`config.mk`:
```
export PLATFORM = sky130hd
export DESIGN_NAME = escaped_varint_decoder
export DESIGN_NICKNAME = d
export VERILOG_FILES = /design/src/rtl/core/evd_pkg.sv /design/src/rtl/core/evd_in_reg.sv /design/src/rtl/core/evd_decode.sv /design/src/rtl/core/evd_out_reg.sv /design/src/rtl/core/escaped_varint_decoder.sv
export SDC_FILE = /design/constraint.sdc
export NUM_CORES = 1
export LEC_CHECK = 0
export ABC_AREA = 1
export BUFFER_PORTS_ARGS = -buffer_cell sky130_fd_sc_hd__buf_2
export CAP_MARGIN = 20
export CORE_AREA = 2 2 87 89
export CTS_BUF_LIST = sky130_fd_sc_hd__clkbuf_16
export DETAILED_ROUTE_END_ITERATION = 6
export DIE_AREA = 0 0 89 91
export GPL_ROUTABILITY_DRIVEN = 0
export PLACE_DENSITY = 0.65
export SLEW_MARGIN = 5
export SYNTH_ARGS = -nofsm -noshare
export SYNTH_HDL_FRONTEND = slang
export SYNTH_SLANG_ARGS = --single-unit
```
`constraint.sdc`:
```
create_clock -name clk -period 4.5 [get_ports clk]
set_input_delay 0.45 -clock clk [delete_from_list [all_inputs] [get_ports clk]]
set_output_delay 0.45 -clock clk [all_outputs]
set_load 0.02 [all_outputs]
```
`src/rtl/core/evd_pkg.sv`:
```
`timescale 1ns / 1ps
// Types and constants shared by the escaped varint decoder modules.
package evd_pkg;

	localparam int unsigned BYTE_W  = 8;
	localparam int unsigned VALUE_W = 32;
	localparam int unsigned PART_W  = 24;

	// Lead bytes that announce a longer payload (-128 and -127 as signed bytes).
	localparam logic [BYTE_W-1:0] LEAD_SHORT = 8'h80;
	localparam logic [BYTE_W-1:0] LEAD_LONG  = 8'h81;

	typedef enum logic [1:0] {
		PH_IDLE  = 2'd0,
		PH_SHORT = 2'd1,
		PH_LONG  = 2'd2
	} phase_t;

	// Input stage contents handed to the decoder.
	typedef struct packed {
		logic              valid;
		logic [BYTE_W-1:0] data;
	} byte_slot_t;

	// What the decoder makes of the byte in the input stage.
	typedef struct packed {
		logic               produce;
		logic [VALUE_W-1:0] value;
	} dec_result_t;

endpackage

```
`src/rtl/core/evd_in_reg.sv`:
```
`timescale 1ns / 1ps
// Input register stage: holds one accepted byte until the decoder takes it.
module evd_in_reg
	import evd_pkg::*;
(
	input  logic              clk,
	input  logic              arst_n,
	input  logic              in_valid,
	output logic              in_stall,
	input  logic [BYTE_W-1:0] in_byte,
	input  logic              advance,
	output byte_slot_t        slot
);

	logic              valid_s1;
	logic [BYTE_W-1:0] byte_s1;
	logic              load;

	// The stage can take a new byte when it is empty or is being emptied.
	assign in_stall = valid_s1 && !advance;
	assign load     = in_valid && !in_stall;

	always_ff @(posedge clk or negedge arst_n) begin
		if (!arst_n) begin
			valid_s1 <= 1'b0;
		end else if (load) begin
			valid_s1 <= 1'b1;
		end else if (advance) begin
			valid_s1 <= 1'b0;
		end
	end

	always_ff @(posedge clk) begin
		if (load) begin
			byte_s1 <= in_byte;
		end
	end

	assign slot.valid = valid_s1;
	assign slot.data  = byte_s1;

endmodule

```
`src/rtl/core/evd_decode.sv`:
```
`timescale 1ns / 1ps
// Decoder state and single-pass decode of the byte held in the input stage.
module evd_decode
	import evd_pkg::*;
(
	input  logic        clk,
	input  logic        arst_n,
	input  byte_slot_t  slot,
	input  logic        advance,
	output dec_result_t result
);

	phase_t            phase_q, phase_d;
	logic [1:0]        seen_q, seen_d;
	logic [PART_W-1:0] part_q, part_d;
	logic [BYTE_W-1:0] b;

	assign b = slot.data;

	always_comb begin
		phase_d        = phase_q;
		seen_d         = seen_q;
		part_d         = part_q;
		result.produce = 1'b0;
		result.value   = {{(VALUE_W-BYTE_W){b[BYTE_W-1]}}, b};
		unique case (phase_q)
			PH_SHORT: begin
				if (seen_q == 2'd0) begin
					part_d = {{(PART_W-BYTE_W){1'b0}}, b};
					seen_d = 2'd1;
				end else begin
					result.produce = 1'b1;
					result.value   = {{(VALUE_W-2*BYTE_W){b[BYTE_W-1]}}, b, part_q[BYTE_W-1:0]};
					phase_d        = PH_IDLE;
					seen_d         = 2'd0;
					part_d         = '0;
				end
			end
			PH_LONG: begin
				case (seen_q)
					2'd0: begin
						part_d[7:0] = b;
						seen_d      = 2'd1;
					end
					2'd1: begin
						part_d[15:8] = b;
						seen_d       = 2'd2;
					end
					2'd2: begin
						part_d[23:16] = b;
						seen_d        = 2'd3;
					end
					default: begin
						result.produce = 1'b1;
						result.value   = {b, part_q};
						phase_d        = PH_IDLE;
						seen_d         = 2'd0;
						part_d         = '0;
					end
				endcase
			end
			default: begin
				// Lead byte; the unused phase code behaves the same way.
				seen_d = 2'd0;
				part_d = '0;
				if (b == LEAD_SHORT) begin
					phase_d = PH_SHORT;
				end else if (b == LEAD_LONG) begin
					phase_d = PH_LONG;
				end else begin
					phase_d        = PH_IDLE;
					result.produce = 1'b1;
				end
			end
		endcase
		if (!slot.valid) begin
			result.produce = 1'b0;
		end
	end

	always_ff @(posedge clk or negedge arst_n) begin
		if (!arst_n) begin
			phase_q <= PH_IDLE;
			seen_q  <= 2'd0;
			part_q  <= '0;
		end else if (advance) begin
			phase_q <= phase_d;
			seen_q  <= seen_d;
			part_q  <= part_d;
		end
	end

endmodule

```
`src/rtl/core/evd_out_reg.sv`:
```
`timescale 1ns / 1ps
// Result register: holds a decoded value until the receiver takes it.
module evd_out_reg
	import evd_pkg::*;
(
	input  logic                      clk,
	input  logic                      arst_n,
	input  byte_slot_t                slot,
	input  dec_result_t               result,
	output logic                      advance,
	output logic                      out_valid,
	input  logic                      out_stall,
	output logic signed [VALUE_W-1:0] value
);

	logic               valid_q;
	logic [VALUE_W-1:0] value_q;
	logic               free;

	// The register is free when empty or when its value leaves this cycle.
	assign free    = !valid_q || !out_stall;
	// A byte that completes nothing never needs the result register.
	assign advance = slot.valid && (free || !result.produce);

	always_ff @(posedge clk or negedge arst_n) begin
		if (!arst_n) begin
			valid_q <= 1'b0;
		end else if (free) begin
			valid_q <= advance && result.produce;
		end
	end

	always_ff @(posedge clk) begin
		if (advance && result.produce) begin
			value_q <= result.value;
		end
	end

	assign out_valid = valid_q;
	assign value     = value_q;

endmodule

```
`src/rtl/core/escaped_varint_decoder.sv`:
```
`timescale 1ns / 1ps
// Top level of the escaped varint decoder.
//
// The input channel (in_valid, in_stall, in_byte) carries one byte of the encoded
// stream per item. A byte of 0x80 opens a two-byte payload (low byte first, high
// byte sign-extended), 0x81 opens a four-byte little-endian payload, and any other
// lead byte is itself the value, sign-extended. The output channel (out_valid,
// out_stall, value) carries one signed 32-bit value per item, only when the byte
// that completes a value has been decoded. Bytes are taken on an edge where valid
// is high and stall is low.
// The completing byte passes through the input register, then the result register,
// before value is shown. Throughput is one byte per cycle unless a completing byte
// meets a full, stalled result register: the input register refills each cycle,
// the decode is combinational, and the result register is reloaded as it empties.
// A reset empties both registers and returns the decoder to waiting for a lead
// byte. While the receiver stalls, the value holds; bytes that complete nothing
// keep flowing, and in_stall rises only when a completing byte meets a full,
// stalled result register.
module escaped_varint_decoder
	import evd_pkg::*;
(
	input  logic                      clk,
	input  logic                      arst_n,
	input  logic                      in_valid,
	output logic                      in_stall,
	input  logic [BYTE_W-1:0]         in_byte,
	output logic                      out_valid,
	input  logic                      out_stall,
	output logic signed [VALUE_W-1:0] value
);

	byte_slot_t  slot;
	dec_result_t result;
	logic        advance;

	evd_in_reg u_in_reg (
		.clk      (clk),
		.arst_n   (arst_n),
		.in_valid (in_valid),
		.in_stall (in_stall),
		.in_byte  (in_byte),
		.advance  (advance),
		.slot     (slot)
	);

	evd_decode u_decode (
		.clk     (clk),
		.arst_n  (arst_n),
		.slot    (slot),
		.advance (advance),
		.result  (result)
	);

	evd_out_reg u_out_reg (
		.clk       (clk),
		.arst_n    (arst_n),
		.slot      (slot),
		.result    (result),
		.advance   (advance),
		.out_valid (out_valid),
		.out_stall (out_stall),
		.value     (value)
	);

endmodule

```
# Word-level counts from Yosys, hierarchy flattened
# Cells that the tools add are included.
[totals]
regBits = 70
inputBits = 12
output_inout_bits = 34
[op_classes]
eq_ne = 11
muxes = 22
n_reduce_logical = 21
[ops]
columns = ["op", "count"]
rows = [
  ["$mux W33", 2],
  ["$pmux W32 S2", 1],
  ["$pmux W24 S2", 1],
  ["$pmux W8 S2", 3],
  ["$eq A8 B8 Y1 const B", 2],
  ["$ne A2 B2 Y1 const B", 5],
  ["$mux W2", 4],
  ["$mux W8", 1],
  ["$pmux W2 S2", 2],
  ["$mux W1", 6],
  ["$pmux W2 S3", 1],
  ["$reduce_and A2 Y1", 3],
  ["$reduce_or A2 Y1", 3],
  ["$logic_not A1 Y1", 5],
  ["$eq A2 B1 Y1 const B", 2],
  ["$eq A2 B2 Y1 const B", 2],
  ["$logic_and A1 B1 Y1", 4],
  ["$reduce_and A3 Y1", 1],
  ["$reduce_or A3 Y1", 1],
  ["$logic_not A2 Y1", 1],
  ["$logic_or A1 B1 Y1", 2],
  ["$pmux W1 S2", 1],
  ["$reduce_bool A2 Y1", 1],
]

# Longest topological paths before layout
# Gate-level depths: netlist of the first run.
[logic_depth]
ltp_word = 13
mapped_depth = 13

# Hierarchy
# Synthesis of the first run repeated with hierarchy kept, for this count alone.
[hier_totals]
hier_cells = 369
area_unflattened_um2 = 3343.2
[by_module_without_submodules]
columns = ["module", "instances", "cells_each", "area_each_um2", "seq_area_each_um2"]
rows = [
  ["evd_decode", 1, 311, 2010.7, 700.7],
  ["evd_out_reg", 1, 42, 1027.2, 985.9],
  ["evd_in_reg", 1, 16, 305.3, 265.3],
]

# Worst setup path before layout of the first run
# OpenSTA, ideal clock, no wires.
[synth_path]
kind = "register to register"
start = "reg u_decode.seen_q[0]"
end = "reg u_out_reg.value_q[0] (netlist: u_out_reg.value[0]) (enable)"
arrival_ns = 2.606
required_time_ns = 4.079
slack_ns = 1.473
stages_incl_launch_ff = 11
n_path_buf = 1
synth_period_minus_slack_ns = 3.027
path_cell_list = "dfrtp_1 inv_1 ha_1 buf_6 clkinv_2 nand2_2 nand3_2 nand2_2 nor2_4 inv_1 nor2_1"
[synth_between]
elab_chain_len = 9
word_cells_on_any_way = 12
[synth_lines]
columns = ["item", "line", "text"]
rows = [
  ["start: declaration", "evd_decode.sv:14", "logic [1:0] seen_q, seen_d;"],
  ["start signal: assignment", "evd_decode.sv:88", "seen_q <= seen_d;"],
  ["$eq A2 B1 Y1, or another cell as far along", "evd_decode.sv:40", "case (seen_q)"],
  ["$reduce_or A3 Y1 (no line)", "n/a", ""],
  ["$mux W33", "evd_decode.sv:40", ""],
  ["$pmux W1 S2 *", "evd_decode.sv:26", "unique case (phase_q)"],
  ["$mux W1 *", "evd_decode.sv:76", "if (!slot.valid) begin"],
  ["$logic_not A1 Y1", "evd_out_reg.sv:23", "assign advance = slot.valid && (free || !result.produce);"],
  ["$logic_or A1 B1 Y1", "evd_out_reg.sv:23", ""],
  ["$logic_and A1 B1 Y1", "evd_out_reg.sv:23", ""],
  ["$logic_and A1 B1 Y1 *", "evd_out_reg.sv:34", "if (advance && result.produce) begin"],
  ["end signal: assignment", "evd_out_reg.sv:35", "value_q <= result.value;"],
  ["end: declaration", "evd_out_reg.sv:17", "logic [VALUE_W-1:0] value_q;"],
]
# Mark *: on every way between the ends. The rest lies on a longest branch, timed or not.
# A chain may end at the register's enable or synchronous reset.

# Worst setup path in the final report of the first run
[layout_path]
start = "reg u_decode.phase_q[0]"
end = "out in_stall"
[layout_between]
elab_chain_len = 8
word_cells_on_any_way = 9
[layout_lines]
columns = ["item", "line", "text"]
rows = [
  ["start: declaration", "evd_decode.sv:13", "phase_t phase_q, phase_d;"],
  ["start signal: assignment", "evd_decode.sv:87", "phase_q <= phase_d;"],
  ["$eq A2 B2 Y1 or $eq A2 B1 Y1 (tied branches)", "evd_decode.sv:26", ""],
  ["$pmux W1 S2 *", "evd_decode.sv:26", ""],
  ["$mux W1 *", "evd_decode.sv:76", ""],
  ["$logic_not A1 Y1 *", "evd_out_reg.sv:23", ""],
  ["$logic_or A1 B1 Y1 *", "evd_out_reg.sv:23", ""],
  ["$logic_and A1 B1 Y1 *", "evd_out_reg.sv:23", ""],
  ["$logic_not A1 Y1 *", "evd_in_reg.sv:20", "assign in_stall = valid_s1 && !advance;"],
  ["$logic_and A1 B1 Y1 *", "evd_in_reg.sv:20", ""],
  ["end: declaration", "escaped_varint_decoder.sv:25", "output logic in_stall,"],
]
# Marked as above.

==> flow_metrics.env, run 1 <==
export IMPL_status="finished, final reports clean"
export IMPL_floorplan_core_area_sq_um=7140
export IMPL_drt_first_iter_violations=223
export IMPL_synth_avg_cell_area_sq_um=9.31
export IMPL_std_cell_rows=31
export IMPL_seq_area_frac_synth=0.562
export IMPL_critical_path_reg2reg_startpoint="u_decode.phase_q[0]$_DFFE_PN0P_"
export IMPL_worstSetupPathType="flip-flop to output pin"
export IMPL_clock_fmax_mhz=329
export IMPL_cp_data_required_time_ns=4.05
export IMPL_ys_ff_latch=70
export IMPL_cellPowerDensity_nw_per_um2=401
export IMPL_ant_nets=0
export IMPL_pin_count_of_the_biggest_net_entering_global_routing=34
export IMPL_setup_tns_ns=0
export IMPL_detail_route_vias_per_cell=5.29
export IMPL_mostFrequentLayoutCell="sky130_fd_sc_hd__nand2_1"
export IMPL_overflow=0
export IMPL_placed_area_sq_um=3740
export IMPL_flow_area_growth_from_synthesis_pct=16.9
export IMPL_layout_drive_gt1_share=0.199
export IMPL_skew_pair_late_insertion_delay_ns=0.33
export IMPL_cp_start_kind="flip-flop"
export IMPL_post_synth_inst_count=373
export IMPL_synth_enable_flop_cells=40
export IMPL_mappedNetlistNets=392
export IMPL_fin_crit_ns=3.04
export IMPL_layout_cells_non_filler=521
export IMPL_synth_area_sq_um=3470
export IMPL_cts_post_setup_buffers_inserted=0
export IMPL_leakagePower_uw=0.00183
export IMPL_timing_slew_headroom=0.475
export IMPL_fp_dieArea_sq_um=8100
export IMPL_dr_total_vias=2755
export IMPL_drt_pre_antenna_iters=5
export IMPL_antennaDiodeCount=0
export IMPL_grt_setup_unrepaired="no"
export IMPL_wire_length_of_the_first_global_routing_pass_um=13200
export IMPL_detail_route_wl_per_cell_um=15.0
export IMPL_hold_slack_ns=0.171
export IMPL_final_core_util=0.568
export IMPL_synth_async_sr_flop_share=0.429
export IMPL_hold_violations=0
export IMPL_crit_path_top_delay_cell="sky130_fd_sc_hd__inv_1"
export IMPL_critical_path_max_fanout=33
export IMPL_cts_sinks=70
export IMPL_clock_tree_buffer_depth=2
export IMPL_mostFrequentLayoutCells="105 x sky130_fd_sc_hd__nand2_1, 45 x sky130_fd_sc_hd__buf_2, 40 x sky130_fd_sc_hd__edfxtp_1, 39 x sky130_fd_sc_hd__o21ai_0, 35 x sky130_fd_sc_hd__inv_1"
export IMPL_finish_instance_area_sq_um=4060
export IMPL_grt_overall_usage=0.214
export IMPL_antenna_found_initial=0
export IMPL_cells_on_worst_reg2reg_path=9
export IMPL_clkTransAtPathRegs_ns=0.06
export IMPL_first_global_vias=2705
export IMPL_layout_worst_path_cycle_share=0.676
export IMPL_drcViolationCount=0
export IMPL_starting_density_of_the_core=0.486
export IMPL_cts_tree="built"
export IMPL_post_cts_hold_buffer_count=0
export IMPL_floorplan_die_height_um=91
export IMPL_worstMarginPinSlew_ns=0.786
export IMPL_place_hpwl_um=5350
export IMPL_commonest_register_cell_after_synthesis="sky130_fd_sc_hd__edfxtp_1"
export IMPL_ctsResizeCount=0
export IMPL_tritoncts_num_buffers=9
export IMPL_yosysWarnings=0
export IMPL_endpoint_kind="output pin"
export IMPL_cap_violations=0
export IMPL_io_pins=46
export IMPL_die_w_um=89
export IMPL_regToRegEndpoint="u_out_reg.value[15]$_DFFE_PP_"
export IMPL_critical_path_top_cell_by_count="sky130_fd_sc_hd__inv_1"
export IMPL_nNetsFinal=436
export IMPL_setup_worst_path_start="u_decode.phase_q[0]$_DFFE_PN0P_"
export IMPL_clockRootBuffer="sky130_fd_sc_hd__clkbuf_16"
export IMPL_fillCellCount=687
export IMPL_finalSetupViolCount=0
export IMPL_post_synth_num_cell_types=27
export IMPL_io_buffers=45
export IMPL_max_stage_delay_ns=0.64
export IMPL_cts_htree_levels=3
export IMPL_holdCritPathClass="input pin to asynchronous set/reset pin"
export IMPL_wirelength_um=7830
export IMPL_cell_count_post_placement=505
export IMPL_fin_skew_ns=0.00750
export IMPL_timing_critical_path_cells="inv_1 > ha_1 > inv_1 > nand3_2 > nand2_2 > nor2_4 > nand2_8 > inv_1 > buf_2"
export IMPL_reg2reg_setup_slack_ns=1.56
export IMPL_drv_slew=0
export IMPL_cp_data_arrival_time_ns=2.59
export IMPL_ir_worst_vdd_mv=0.224
[cell usage after synthesis (3+ instances only)]
library cell,n,share of area
sky130_fd_sc_hd__nand4_1,26,0.047
sky130_fd_sc_hd__o21ai_0,39,0.056
sky130_fd_sc_hd__dfrtp_1,30,0.22
sky130_fd_sc_hd__inv_1,34,0.037
sky130_fd_sc_hd__nand2_1,105,0.11
sky130_fd_sc_hd__edfxtp_1,40,0.35
sky130_fd_sc_hd__nor2_1,32,0.035
sky130_fd_sc_hd__nand2_2,6,0.011
sky130_fd_sc_hd__ha_1,7,0.025
sky130_fd_sc_hd__buf_6,3,0.0097
sky130_fd_sc_hd__clkbuf_1,3,0.0032
sky130_fd_sc_hd__o21ai_2,4,0.010
sky130_fd_sc_hd__a21oi_1,5,0.0072
sky130_fd_sc_hd__o22ai_1,7,0.013
sky130_fd_sc_hd__buf_2,6,0.0087
sky130_fd_sc_hd__nand3_2,5,0.014
sky130_fd_sc_hd__nor3_1,8,0.012
[worst max-delay path by stage]
stage,endpoint,cells after the start
finish,in_stall,9
global route,in_stall,9
CTS,in_stall,9
detailed placement,u_out_reg.value[30]$_DFFE_PP_,9
global placement,u_out_reg.value[28]$_DFFE_PP_,9
floorplan,u_out_reg.value[0]$_DFFE_PP_,10
[logic make-up after synthesis]
| group | synth area share |
|---|---|
| AOI/OAI and AO/OA | 0.0923 |
| and+or+nand+nor | 0.253 |
| DFF | 0.562 |
| adders and majority gates | 0.0252 |
| buffers and inverters | 0.0674 |
[power breakdown]
| group | internal (uW) | switching, uW |
|---|---|---|
| combinational | 35.9 | 112 |
| sequential | 719 | 10.8 |
| clock | 483 | 266 |
| total | 1240 | 389 |
[registers in the layout, indices dropped and copies added, names as in the netlist]
register,cells
u_decode.part_q,24
u_decode.phase_q,2
u_out_reg.value,32
u_out_reg.out_valid,1
u_in_reg.valid_s1,1
u_decode.seen_q,2
u_in_reg.byte_s1,8
[final cells by class]
| cell class | instances | area [sq um] | share of cell area |
|---|---|---|---|
| Tap cell | 99 | 124 | 0.0305 |
| Timing Repair Buffer | 47 | 240 | 0.0592 |
| Multi-Input combinational cell | 253 | 1290 | 0.317 |
| Clock buffer | 9 | 225 | 0.0555 |
| Sequential cell | 70 | 1950 | 0.481 |
| Inverter | 36 | 136 | 0.0336 |
| Clock inverter | 7 | 91.3 | 0.0225 |
[routing by layer]
layer | track usage | up-vias | routed length, um
li1 | - | 1355 | -
met1 | 0.306 | 1282 | 3590
met2 | 0.306 | 99 | 3510
met3 | 0.0491 | 19 | 490
met4 | 0.104 | 0 | 236
met5 | 0 | - | 0
[through the flow]
stage               worst slack (ns)  total power, uW
global route                    1.25             1680
floorplan                       1.47              842
CTS                             1.47             1640
global placement                1.69              889
finish                          1.46             1630
detailed placement              1.57              891
[critical path, delay by kind of cell, from the launching register on]
family | cells | cell delay, ns
flip-flops | 1 | 0.37
AND/OR/NAND/NOR | 4 | 0.51
buffers and inverters | 4 | 0.94
adder cells (fa/ha/maj) | 1 | 0.43
Note: power is estimated with default switching activity, not from simulation.
==> inputs of run 2 (changes only) <==
ABC_AREA = 0   (was 1)
CORE_AREA = 2 2 83 85   (was 2 2 87 89)
DIE_AREA = 0 0 85 87   (was 0 0 89 91)
clock period = 3 ns   (was 4.5 ns; I/O delays follow)
==> flow_metrics.env, run 2 <==
export IMPL_seq_area_frac_synth=0.623
export IMPL_fp_dieArea_sq_um=7400
export IMPL_place_hpwl_um=4520
export IMPL_drt_pre_antenna_iters=4
export IMPL_reg2reg_setup_slack_ns=0.54
export IMPL_detail_route_vias_per_cell=5.56
export IMPL_layout_drive_gt1_share=0.234
export IMPL_setup_tns_ns=0
export IMPL_holdCritPathClass="input pin to asynchronous set/reset pin"
export IMPL_clock_tree_buffer_depth=2
export IMPL_finalSetupViolCount=0
export IMPL_cp_data_arrival_time_ns=2.20
export IMPL_wire_length_of_the_first_global_routing_pass_um=10800
export IMPL_first_global_vias=2099
export IMPL_global_route_usage_met2=0.290
export IMPL_dr_total_vias=2180
export IMPL_crit_path_top_delay_cell="sky130_fd_sc_hd__or4bb_1"
export IMPL_clkTransAtPathRegs_ns=0.05
export IMPL_endpoint_kind="output pin"
export IMPL_yosysWarnings=0
export IMPL_starting_density_of_the_core=0.477
export IMPL_floorplan_die_height_um=87
export IMPL_worstSetupPathType="flip-flop to output pin"
export IMPL_commonest_register_cell_after_synthesis="sky130_fd_sc_hd__edfxtp_1"
export IMPL_cp_start_kind="flip-flop"
export IMPL_ys_ff_latch=70
export IMPL_tritoncts_num_buffers=9
export IMPL_mostFrequentLayoutCell="sky130_fd_sc_hd__buf_2"
export IMPL_cp_data_required_time_ns=2.70
export IMPL_cts_htree_levels=3
export IMPL_synth_async_sr_flop_share=0.429
export IMPL_number_of_flip_flops_in_the_largest_register=32
export IMPL_layout_worst_path_cycle_share=0.835
export IMPL_cellPowerDensity_nw_per_um2=645
export IMPL_detail_route_wl_per_cell_um=17.0
export IMPL_timing_slew_headroom=0.535
export IMPL_crit_buf_inv=2
export IMPL_antenna_found_initial=0
export IMPL_io_buffers=45
export IMPL_post_cts_hold_buffer_count=0
export IMPL_std_cell_rows=30
export IMPL_critical_path_max_fanout=4
export IMPL_cts_sinks=70
export IMPL_layout_cells_non_filler=392
export IMPL_ctsResizeCount=0
export IMPL_fin_crit_ns=2.50
export IMPL_clock_fmax_mhz=399
export IMPL_cell_count_post_placement=376
export IMPL_cap_violations=0
export IMPL_synth_area_top_cells="sky130_fd_sc_hd__edfxtp_1 38%, sky130_fd_sc_hd__dfrtp_1 24%, sky130_fd_sc_hd__a22o_1 5.6%"
export IMPL_drt_first_iter_violations=152
export IMPL_grt_setup_unrepaired="no"
export IMPL_path_delay_family="simple AND/OR/NAND/NOR gates"
export IMPL_mappedNetlistNets=276
export IMPL_synth_avg_cell_area_sq_um=12.2
export IMPL_timing_critical_path_cells="inv_1 > ha_1 > or4bb_1 > o21bai_1 > nor3_1 > buf_2"
export IMPL_ir_worst_vdd_mv=0.452
export IMPL_cts_tree="built"
export IMPL_max_stage_delay_ns=0.55
export IMPL_cts_post_setup_buffers_inserted=0
export IMPL_status="finished, final reports clean"
export IMPL_die_w_um=85
export IMPL_clockRootBuffer="sky130_fd_sc_hd__clkbuf_16"
export IMPL_floorplan_core_area_sq_um=6570
export IMPL_worstMarginPinSlew_ns=0.698
export IMPL_cells_on_worst_reg2reg_path=6
export IMPL_gr_max_usage_layer="met2"
export IMPL_wirelength_um=6660
export IMPL_grt_util_met1=0.266
export IMPL_drcViolationCount=0
export IMPL_flow_area_growth_from_synthesis_pct=20.8
export IMPL_nNetsFinal=326
export IMPL_synth_enable_flop_cells=40
export IMPL_leakagePower_uw=0.00157
export IMPL_post_synth_top_area_fraction=0.383
export IMPL_drv_slew=0
export IMPL_hold_violations=0
export IMPL_overflow=0
export IMPL_fin_skew_ns=0.00756
export IMPL_synth_area_sq_um=3140
export IMPL_netlist_top_cells_count="40 x sky130_fd_sc_hd__edfxtp_1, 30 x sky130_fd_sc_hd__dfrtp_1, 28 x sky130_fd_sc_hd__a21oi_1"
export IMPL_ant_nets=0
export IMPL_post_synth_inst_count=257
export IMPL_post_synth_num_cell_types=37
export IMPL_mostFrequentLayoutCells="45 x sky130_fd_sc_hd__buf_2, 40 x sky130_fd_sc_hd__edfxtp_1, 30 x sky130_fd_sc_hd__dfrtp_1, 27 x sky130_fd_sc_hd__a21oi_1, 26 x sky130_fd_sc_hd__o21ai_0"
export IMPL_grt_overall_usage=0.195
export IMPL_pin_count_of_the_biggest_net_entering_global_routing=33
export IMPL_skew_pair_late_insertion_delay_ns=0.33
export IMPL_antennaDiodeCount=0
export IMPL_critical_path_depth=6
export IMPL_global_route_usage_met3=0.0521
export IMPL_synthMostInstantiatedCell="sky130_fd_sc_hd__edfxtp_1"
export IMPL_io_pins=46
export IMPL_post_synth_top_area_cell="sky130_fd_sc_hd__edfxtp_1"
## run 2: kinds of logic after synthesis
| family | count (synthesis) | synth area share |
|---|---|---|
| AO/OA/AOI/OAI | 96 | 0.204 |
| flip-flops | 70 | 0.623 |
| multiplexers | 8 | 0.0255 |
| buffers and inverters | 28 | 0.0363 |
| adder cells (fa/ha/maj) | 7 | 0.0279 |
| AND/OR/NAND/NOR | 48 | 0.0834 |
## run 2: stage by stage
step	power (uW)	setup WS, ns	hold slack (ns)	utilization	cell area (sq um)
after global routing	2530	0.316	0.0770	0.576	3790
after floorplan	1280	0.189	0.00441	-	3140
after global placement	1370	0.645	0.385	0.530	3480
after CTS	2460	0.495	0.0369	0.576	3790
after detailed placement	1380	0.573	0.387	0.530	3480
final	2440	0.496	0.0204	0.576	3790
## run 2: worst paths after layout
check / start / to
max: u_decode.phase_q[0]$_DFFE_PN0P_ / in_stall
min: arst_n / u_decode.part_q[6]$_DFFE_PN0P_
max reg2reg: u_decode.phase_q[0]$_DFFE_PN0P_ / u_decode.part_q[5]$_DFFE_PN0P_
min reg2reg: u_decode.part_q[9]$_DFFE_PN0P_ / u_decode.part_q[9]$_DFFE_PN0P_
max in group asynchronous: arst_n / u_in_reg.valid_s1$_DFFE_PN0P_
min in group clk: in_byte[4] / u_in_reg.byte_s1[4]$_DFFE_PP_
## run 2: final cells by class
cell class,count,area (sq um)
Clock buffer,9,225
Fill cell,526,2780
Clock inverter,7,81.3
Multi-Input combinational cell,159,1080
Sequential cell,70,1950
Inverter,15,56.3
Timing Repair Buffer,52,290
Tap cell,80,100
## run 2: report_power, final
part | internal (uW) | total [uW] | switching [uW]
Clock | 715 | 1090 | 371
Sequential | 1090 | 1120 | 33.0
Combinational | 78.5 | 235 | 157
Total | 1880 | 2440 | 561
## run 2: routing by layer
| layer | vias to the layer above | share of wire |
|---|---|---|
| li1 | 1057 | - |
| met1 | 1042 | 0.45 |
| met2 | 69 | 0.48 |
| met3 | 12 | 0.048 |
| met4 | 0 | 0.020 |
| met5 | - | 0 |
==> inputs of run 3 (changes only) <==
ABC_AREA = 1   (was 0)
CORE_AREA = 2 2 87 89   (was 2 2 83 85)
DIE_AREA = 0 0 89 91   (was 0 0 85 87)
PLACE_DENSITY = 0.68   (was 0.65)
clock period = 2.1 ns   (was 3 ns; I/O delays follow)
==> flow_metrics.env, run 3 (synthesis gave the netlist of run 1 again) <==
export IMPL_drv_slew=0
export IMPL_mostFrequentLayoutCells="105 x sky130_fd_sc_hd__nand2_1, 45 x sky130_fd_sc_hd__buf_2, 40 x sky130_fd_sc_hd__edfxtp_1, 39 x sky130_fd_sc_hd__o21ai_0, 35 x sky130_fd_sc_hd__inv_1"
export IMPL_clkTransAtPathRegs_ns=0.06
export IMPL_starting_density_of_the_core=0.486
export IMPL_clockRootBuffer="sky130_fd_sc_hd__clkbuf_16"
export IMPL_max_stage_delay_ns=0.37
export IMPL_flow_area_growth_from_synthesis_pct=19.7
export IMPL_endpoint_kind="output pin"
export IMPL_clock_fmax_mhz=485
export IMPL_io_buffers=45
export IMPL_detail_route_wl_per_cell_um=14.0
export IMPL_detailroute_wirelength_met3_um=472
export IMPL_holdCritPathClass="input pin to flip-flop"
export IMPL_final_core_util=0.582
export IMPL_pin_count_of_the_biggest_net_entering_global_routing=33
export IMPL_drcViolationCount=0
export IMPL_wirelength_met1_um=3190
export IMPL_nNetsFinal=448
export IMPL_ir_worst_vdd_mv=0.372
export IMPL_floorplan_die_height_um=91
export IMPL_critical_path_max_fanout=6
export IMPL_cts_sinks=70
export IMPL_place_hpwl_um=5150
export IMPL_floorplan_core_area_sq_um=7140
export IMPL_cp_data_required_time_ns=1.89
export IMPL_timing_critical_path_cells="inv_1 > ha_1 > nand2_1 > inv_2 > nand2_2 > nor2_4 > nor2_4 > nand2_8 > inv_1 > buf_2"
export IMPL_cp_data_arrival_time_ns=1.85
export IMPL_wirelength_um=7470
export IMPL_met2WireLength_um=3660
export IMPL_path_delay_family="simple AND/OR/NAND/NOR gates"
export IMPL_io_pins=46
export IMPL_drt_pre_antenna_iters=4
export IMPL_status="finished, final reports clean"
export IMPL_reg2reg_setup_slack_ns=0.14
export IMPL_fin_skew_ns=0.00672
export IMPL_crit_buf_inv=4
export IMPL_worstSetupPathType="flip-flop to output pin"
export IMPL_finish_instance_area_sq_um=4150
export IMPL_placed_area_sq_um=3860
export IMPL_grt_setup_unrepaired="yes"
export IMPL_antennaDiodeCount=0
export IMPL_finalSetupViolCount=0
export IMPL_leakagePower_uw=0.00190
export IMPL_cellPowerDensity_nw_per_um2=776
export IMPL_layout_drive_gt1_share=0.224
export IMPL_drt_first_iter_violations=169
export IMPL_cp_start_kind="flip-flop"
export IMPL_cts_tree="built"
export IMPL_cap_violations=0
export IMPL_skew_pair_late_insertion_delay_ns=0.33
export IMPL_cts_htree_levels=3
export IMPL_wire_length_of_the_first_global_routing_pass_um=12500
export IMPL_hold_violations=0
export IMPL_fin_crit_ns=2.06
export IMPL_top_signal_layer_used="met4"
export IMPL_std_cell_rows=31
export IMPL_grt_overall_usage=0.200
export IMPL_antenna_found_initial=0
export IMPL_ant_nets=0
export IMPL_tritoncts_num_buffers=9
export IMPL_mostFrequentLayoutCell="sky130_fd_sc_hd__nand2_1"
export IMPL_timing_slew_headroom=0.543
export IMPL_first_global_vias=2511
export IMPL_detail_route_vias_per_cell=5.27
export IMPL_number_of_flip_flops_in_the_largest_register=32
export IMPL_die_w_um=89
export IMPL_fp_dieArea_sq_um=8100
export IMPL_worstMarginPinSlew_ns=0.685
export IMPL_layout_worst_path_cycle_share=0.983
export IMPL_dr_total_vias=2809
export IMPL_clock_tree_buffer_depth=2
export IMPL_overflow=0
export IMPL_crit_path_top_delay_cell="sky130_fd_sc_hd__dfrtp_1"
## run 3: timing repair
action / in CTS / in global routing
gates resized for setup: 0 / 4
hold endpoints to repair: 30 / 0
endpoints found under the setup margin: 0 / 24
setup buffers: 0 / 1
hold buffers: 1 / 0
## run 3: per-stage QoR
stage	power [uW]	setup TNS, ns	cells	setup WS (ns)	hold slack (ns)
final	3220	0	533	0.0364	0.0510
after global routing	3340	-0.120	533	-0.0695	0.0411
after CTS	3240	0	532	0.0104	0.0458
after detailed placement	1930	0	515	0.118	0.297
after global placement	1930	0	515	0.169	0.299
after floorplan	1810	-1.09	373	-0.0342	-0.0856
## run 3: final timing paths
check | start | endpoint | cells after the start
setup / recovery | u_decode.phase_q[0]$_DFFE_PN0P_ | in_stall | 10
hold / removal | in_byte[4] | u_in_reg.byte_s1[4]$_DFFE_PP_ | 1
setup reg to reg | u_decode.phase_q[0]$_DFFE_PN0P_ | u_decode.part_q[7]$_DFFE_PN0P_ | 12
hold reg to reg | u_decode.part_q[18]$_DFFE_PN0P_ | u_decode.part_q[18]$_DFFE_PN0P_ | 2
max in group asynchronous | arst_n | u_decode.seen_q[0]$_DFFE_PN0P_ | 2
min in group asynchronous | arst_n | u_decode.part_q[4]$_DFFE_PN0P_ | 2
## run 3: layer usage
metal,vias up,GRT usage
met4,0,0.0883
met5,-,0
met1,1322,0.270
met2,100,0.308
li1,1374,-
met3,13,0.0436
## run 3: layout make-up
| type | instances | area, sq um |
|---|---|---|
| Fill cell | 654 | 2980 |
| Inverter | 36 | 140 |
| Clock inverter | 7 | 35.0 |
| Multi-Input combinational cell | 253 | 1320 |
| Clock buffer | 9 | 225 |
| Tap cell | 99 | 124 |
| Sequential cell | 70 | 1950 |
| Timing Repair Buffer | 59 | 358 |
## run 3: power breakdown
group          leakage, uW  total [uW]  internal, uW  switching [uW]
clock network     0.000129        1320           778             542
registers         0.000793        1560          1540            21.8
logic             0.000974         338          95.6             242
